**config.mk**
```make
export PLATFORM = sky130hd
export DESIGN_NAME = qrv_sum_sat
export DESIGN_NICKNAME = d
export VERILOG_FILES = /design/src/rtl/qrv_pkg.sv /design/src/rtl/qrv_sum_sat.sv
export SDC_FILE = /design/constraint.sdc
export NUM_CORES = 1
export LEC_CHECK = 0
export BUFFER_PORTS_ARGS = -buffer_cell sky130_fd_sc_hd__buf_2
export CAP_MARGIN = 25
export CELL_PAD_IN_SITES_DETAIL_PLACEMENT = 1
export CELL_PAD_IN_SITES_GLOBAL_PLACEMENT = 2
export CORE_ASPECT_RATIO = 1.4
export CORE_MARGIN = 4
export CORE_UTILIZATION = 31
export DETAILED_ROUTE_END_ITERATION = 8
export PLACE_DENSITY = 0.95
export SLEW_MARGIN = 20
export SYNTH_ARGS = -nofsm -noshare
export SYNTH_HDL_FRONTEND = slang
export SYNTH_SLANG_ARGS = --single-unit
export TNS_END_PERCENT = 1
```
**constraint.sdc**
```tcl
create_clock -name vclk -period 13.7
set_clock_uncertainty 0.2 [all_clocks]
set_input_delay 1.37 -clock vclk [all_inputs]
set_output_delay 1.37 -clock vclk [all_outputs]
set_load 0.02 [all_outputs]
```
**src/rtl/qrv_pkg.sv**
```systemverilog
// Shared types, fixed-point constants and the multiply helper for the quaternion rotator.
package qrv_pkg;

   // Fixed-point format of every vector and quaternion component.
   localparam int FRAC_BITS = 16;
   localparam int VEC_W     = 32;

   // Exact partial product width and the width of a four-term sum after the shift.
   localparam int PROD_W = 2 * VEC_W;
   localparam int SUM_W  = PROD_W - FRAC_BITS + 2;

   typedef logic signed [VEC_W-1:0]  word_type;
   typedef logic signed [VEC_W:0]    wide_type;
   typedef logic signed [PROD_W-1:0] prod_type;
   typedef prod_type [3:0]           prod4_type;
   typedef logic signed [SUM_W-1:0]  sum_type;

   // Saturation bounds of a 32-bit signed component, at sum width.
   localparam sum_type SAT_HI = SUM_W'(64'sd2147483647);
   localparam sum_type SAT_LO = SUM_W'(-64'sd2147483648);

   // Sign masks of the Hamilton product terms; bit n set means term n is subtracted.
   localparam logic [3:0] NEG_REAL = 4'b1110;
   localparam logic [3:0] NEG_P_I  = 4'b0100;
   localparam logic [3:0] NEG_P_J  = 4'b0001;
   localparam logic [3:0] NEG_P_K  = 4'b0010;
   localparam logic [3:0] NEG_R_I  = 4'b1000;
   localparam logic [3:0] NEG_R_J  = 4'b0010;
   localparam logic [3:0] NEG_R_K  = 4'b0100;

   // Extends a 32-bit component to 33 bits so that it can share the multiplier form.
   function automatic wide_type widen(input word_type a);
      return wide_type'(a);
   endfunction

   // Negates a 32-bit component exactly in 33 bits; the most negative value becomes +2^31.
   function automatic wide_type negate(input word_type a);
      wide_type w;
      w = wide_type'(a);
      return -w;
   endfunction

   // Exact signed product; magnitudes never exceed 2^62, so 64 bits hold it.
   function automatic prod_type qmul(input word_type a, input wide_type b);
      logic signed [PROD_W:0] full;
      full = (PROD_W+1)'(a) * (PROD_W+1)'(b);
      return full[PROD_W-1:0];
   endfunction

endpackage

```
**src/rtl/qrv_sum_sat.sv**
```systemverilog
// Floor shift, signed four-term sum and 32-bit saturation of one quaternion component.
module qrv_sum_sat (
   input  qrv_pkg::prod4_type terms,
   input  logic [3:0]         neg,
   output qrv_pkg::word_type  sum,
   output logic               sat
);
   import qrv_pkg::*;

   logic signed [PROD_W-FRAC_BITS-1:0] shifted;
   sum_type                            acc;

   // Each product drops its low fraction bits, which rounds toward minus infinity.
   always_comb begin
      acc     = '0;
      shifted = '0;
      for (int n = 0; n < 4; n++) begin
         shifted = terms[n][PROD_W-1:FRAC_BITS];
         if (neg[n]) begin
            acc = acc - SUM_W'(shifted);
         end else begin
            acc = acc + SUM_W'(shifted);
         end
      end
   end

   // Clamp to the 32-bit range and report when the clamp was used.
   always_comb begin
      if (acc > SAT_HI) begin
         sum = SAT_HI[VEC_W-1:0];
         sat = 1'b1;
      end else if (acc < SAT_LO) begin
         sum = SAT_LO[VEC_W-1:0];
         sat = 1'b1;
      end else begin
         sum = acc[VEC_W-1:0];
         sat = 1'b0;
      end
   end

endmodule

```
Word-level counts from Yosys, hierarchy flattened
Index checks and enable logic that the tools add are counted.

storage, ports and cells
  register bits = 0
  input bits = 260
  word-level logic and storage cells = 17

cells by class
  add/subtract/negate cells = 7
  order comparisons = 2
  multiplexer cells = 8

operators with widths
  kind                                                          number
  2-to-1 mux 50 bit                                             4
  adder 50 x 48 -> 50 bit                                       3
  subtractor 50 x 48 -> 50 bit                                  3
  2-to-1 mux 32 bit                                             2
  > comparator 50 x 32 -> 1 bit, second input constant          1
  less-than comparator 50 x 32 -> 1 bit, second input constant  1
  subtractor 1 x 48 -> 49 bit, first input constant             1
  2-to-1 mux 1 bit                                              2

Logic depth before layout (Yosys ltp)
  word-level depth = 11
  gate-level depth with buffers = 47
  mapped depth without buffers = 45

Worst setup path after synthesis
No wires, ideal clock.

  path type = input to output
  start = input terms[26] (netlist bit)
  end = output sum[0]
  arrival time = 10.439 ns
  required time = 12.130 ns
  path slack = 1.691 ns
  stages on the path = 41
  path buffers = 3
  cells stage by stage = or4_4 or4_4 or3_1 o41ai_1 xnor2_1 ha_1 nand2_1 nor2_1 a211oi_1 nand2_1 a21o_1 a21oi_1 o21ba_2 o21ai_0 a211oi_1 nor2b_1 ha_1 clkbuf_1 (+5 left out) o21bai_1 o21ai_0 xor2_1 ha_1 clkbuf_1 and4_1 nand3_1 nor2_1 nand4_1 o211ai_1 a311oi_1 xnor2_1 nand3_1 or4_1 nor4_1 nand2_1 clkbuf_1 o311ai_0

on the way
  word-level cells in the longest chain between the ends = 11
  elaborated cells between the ends (all ways) = 15

ends and longest elaborated chain
  element                                                                         line                                  source
  start, declared                                                                 qrv_sum_sat.sv:3                      input qrv_pkg::prod4_type terms,
  subtractor 1 x 48 -> 49 bit                                                     qrv_sum_sat.sv:20                     acc = acc - SUM_W'(shifted);
  2-to-1 mux 50 bit *                                                             qrv_sum_sat.sv:19                     if (neg[n]) begin
  adder 50 x 48 -> 50 bit / subtractor 50 x 48 -> 50 bit (equally long branches)  qrv_sum_sat.sv:22, qrv_sum_sat.sv:20
  2-to-1 mux 50 bit *                                                             qrv_sum_sat.sv:19
  adder 50 x 48 -> 50 bit / subtractor 50 x 48 -> 50 bit (equally long branches)  qrv_sum_sat.sv:22, qrv_sum_sat.sv:20
  2-to-1 mux 50 bit *                                                             qrv_sum_sat.sv:19
  adder 50 x 48 -> 50 bit / subtractor 50 x 48 -> 50 bit (equally long branches)  qrv_sum_sat.sv:22, qrv_sum_sat.sv:20
  2-to-1 mux 50 bit *                                                             qrv_sum_sat.sv:19
  less-than comparator 50 x 32 -> 1 bit                                           qrv_sum_sat.sv:32                     end else if (acc < SAT_LO) begin
  2-to-1 mux 32 bit                                                               qrv_sum_sat.sv:32
  2-to-1 mux 32 bit *                                                             qrv_sum_sat.sv:29                     if (acc > SAT_HI) begin
  end, declared                                                                   qrv_sum_sat.sv:5                      output qrv_pkg::word_type sum,

Mark *: on every way between the ends. The rest lies on a longest branch, timed or not.

Worst setup path in the final report
  start = input terms[83] (netlist bit)
  end = output sum[9]

on the way
  word-level cells in the longest chain between the ends = 9
  elaborated cells between the ends (all ways) = 13

ends and longest elaborated chain
  element                                                                         line
  adder 50 x 48 -> 50 bit / subtractor 50 x 48 -> 50 bit (equally long branches)  qrv_sum_sat.sv:22, qrv_sum_sat.sv:20
  2-to-1 mux 50 bit *                                                             qrv_sum_sat.sv:19
  adder 50 x 48 -> 50 bit / subtractor 50 x 48 -> 50 bit (equally long branches)  qrv_sum_sat.sv:22, qrv_sum_sat.sv:20
  2-to-1 mux 50 bit *                                                             qrv_sum_sat.sv:19
  adder 50 x 48 -> 50 bit / subtractor 50 x 48 -> 50 bit (equally long branches)  qrv_sum_sat.sv:22, qrv_sum_sat.sv:20
  2-to-1 mux 50 bit *                                                             qrv_sum_sat.sv:19
  less-than comparator 50 x 32 -> 1 bit                                           qrv_sum_sat.sv:32
  2-to-1 mux 32 bit                                                               qrv_sum_sat.sv:32
  2-to-1 mux 32 bit *                                                             qrv_sum_sat.sv:29

Marked as above.

==> results by stage <==
Floorplanning:
- The die span in y is 251 um.
- From left edge to right edge, the die measures 182 um.
- The initial utilization of the core area, before any placement, comes to 0.315.
- The area of the core is 0.0415 mm^2.
- The area of the die is 0.0456 mm^2.
- The total number of placement rows is 88.
- The number of top-level pins is 293.

Final layout:
- The library cell used most frequently in the layout, excluding fill and tap cells, is xnor2_1.
- The net count of the finished layout is 2560.
- The number of clock-tree buffers in the layout is 0.
- The post-route cell area is 0.0148 mm^2.
- The design has 0 sequential cells.
- The library cells used most frequently in the layout, excluding fill and tap cells, are xnor2_1, a21oi_1, buf_2.
- The filler cell count in the final layout is 5440.
- In the final layout, the share of cells above drive strength 1 is 0.132.
- The storage element area is 0 um^2.
- The growth of design area from synthesis to finish is 13.3%.

Timing:
- The final setup TNS is 0 ns.
- Final hold analysis gives a worst-case slack of 3.26 ns.
- Setup repair after global routing left no endpoint under its margin.
- The count of endpoints failing setup in the final report is 0.
- The slew at the pin closest to its max-slew limit is 0.819 ns.
- The count of endpoints failing hold in the final timing report is 0.
- The final critical path time including I/O delays and setup is 12.83 ns.
- The highest attainable clock frequency is 0.0779 GHz.
- Dividing the final minimum period by the clock period gives 0.936.
- The worst slew margin relative to its limit is 0.449.
- The count of final max-slew check failures is 0.

GRT:
- The via count of the first global-routing pass was 15700.
- The pin count of the biggest net entering global routing is 63.
- Summed over all layers, the global routing overflow is 0.
- The initial antenna violation count is 17.
- The combined global-route utilization of all metal layers is 0.202.
- The first global-routing pass estimated 78800 um of wire.

Critical path:
- In this design, the stage delay of the slowest critical-path cell is 0.58 ns.
- The slowest stage of the critical path is the or4_1 cell.
- The type of element launching the critical path is a primary input.
- The startpoint-to-endpoint class of the critical path is in -> out.
- The type of destination of the critical path is an output port.
- The cell that appears most often on the critical path is nor2_1.
- Along the worst path, the maximum fanout reaches 31.
- The data arrival time of the worst path is 11.26 ns.
- The worst endpoint required time is 12.13 ns.

Run:
- The max-cap check violation count is 0.

Yosys:
- The library cell with the largest summed area after synthesis is xnor2_1.
- The share of the Yosys chip area taken by registers is 0.
- After synthesis, the cell types taking the most area are xnor2_1, ha_1, a21oi_1.
- Synthesis produced a netlist whose cell count is 1976.
- After synthesis, the mean cell area works out to 6.63 um^2.
- In this run, distinct cell masters in the synthesized netlist total 78.
- The share of the synthesized area in the top cell type is 0.177.
- The post-synthesis cell area is 0.0131 mm^2.
- The total of warnings raised by yosys is 0.
- The post-synth net total is 2390.

Drt:
- For this block, wires on met1 add up to 20400 um.
- The first routing iteration left 487 violations.
- For this block, the routed nets add up to 49100 um of wire.
- In the final routed layout, each cell accounts on average for 18.3 um.
- The detailed router placed 15200 vias in this run.
- The sum of met2 wire segment lengths after detailed routing is 26000 um.
- Wire segments on met3 add up to 1380 um in the final route.
- The DRC violation count after routing is 0.
- Before antenna repair, the detailed router went through 5 iterations.
- In this run the top signal layer used is met5.
- The via count normalized by instance count is 5.63.
- The count of nets left with antenna violations once routing finished came out at 0.

Status:
- The run finished with clean final reports.

Placement:
- The post-detailed-placement cell area is 0.0148 mm^2.
- The final estimated routing congestion in global placement is 0.921.
- After legalization and detailed placement, the total HPWL measured 43400 um.
- The count of buffers added on input and output ports is 229.

Clock tree:
- The number of buffers inserted by post-CTS setup repair is 0.

Hold path:
- The type of the tightest min-delay check is in -> out.
metal layers:
metal,up-vias,track usage
li1,7645,-
met1,7187,0.232
met2,231,0.402
met3,74,0.0181
met4,16,0.0403
met5,-,0
synth_stat cells (all sizes together) (39+ instances only):
library cell	number
xnor2	266
a21oi	244
nor2	195
ha	151
nand2	120
o21ai	118
nor3	94
inv	81
a21o	78
clkbuf	64
xor2	51
nand3	39
kinds of logic after synthesis:
| logic type | Yosys count | share of synthesized area |
|---|---|---|
| AO/OA/AOI/OAI | 681 | 0.330 |
| multiplexers | 6 | 0.00487 |
| buffers and inverters | 158 | 0.0466 |
| XOR/XNOR | 318 | 0.216 |
| AND/OR/NAND/NOR | 659 | 0.254 |
| adder cells (fa/ha/maj) | 154 | 0.149 |
critical path, delay by kind of cell:
kind                       cells  cell delay (ns)
and+or+nand+nor               17             3.49
xor gates and xnor gates       4             0.75
adders and majority gates      3             1.15
buffers and inverters          3             0.61
AOI/OAI and AO/OA             17             3.84
path summary, 6_finish.rpt:
path	to	from	cells after the start
setup / recovery	sum[9]	terms[83]	44
hold / removal	sum[0]	terms[208]	4
stage by stage:
stage                     setup WS (ns)  cells  utilization
after floorplan                    1.69   1976            -
after global placement            0.617   2684        0.356
after detailed placement          0.439   2684        0.356
after CTS                         0.343   2684        0.356
after global routing             0.0792   2690        0.357
final                             0.871   2692        0.357
area by class of cell:
class                      count  area [um^2]  share of cell area
inverter                      81          304              0.0205
timing repair buffer         245         1290              0.0870
multi-input combinational   1818        12500               0.846
tap                          540          676              0.0455
antenna                        8         20.0             0.00135
timing repair:
action / CTS / global route
setup endpoints to repair: 0 / 31
hold buffers: 0 / 0
gates resized for setup: 0 / 8
endpoints found under the hold margin: 0 / 0
Power is not shown: default switching activity piles up to over one toggle a cycle in this logic, so the estimate is an artifact.
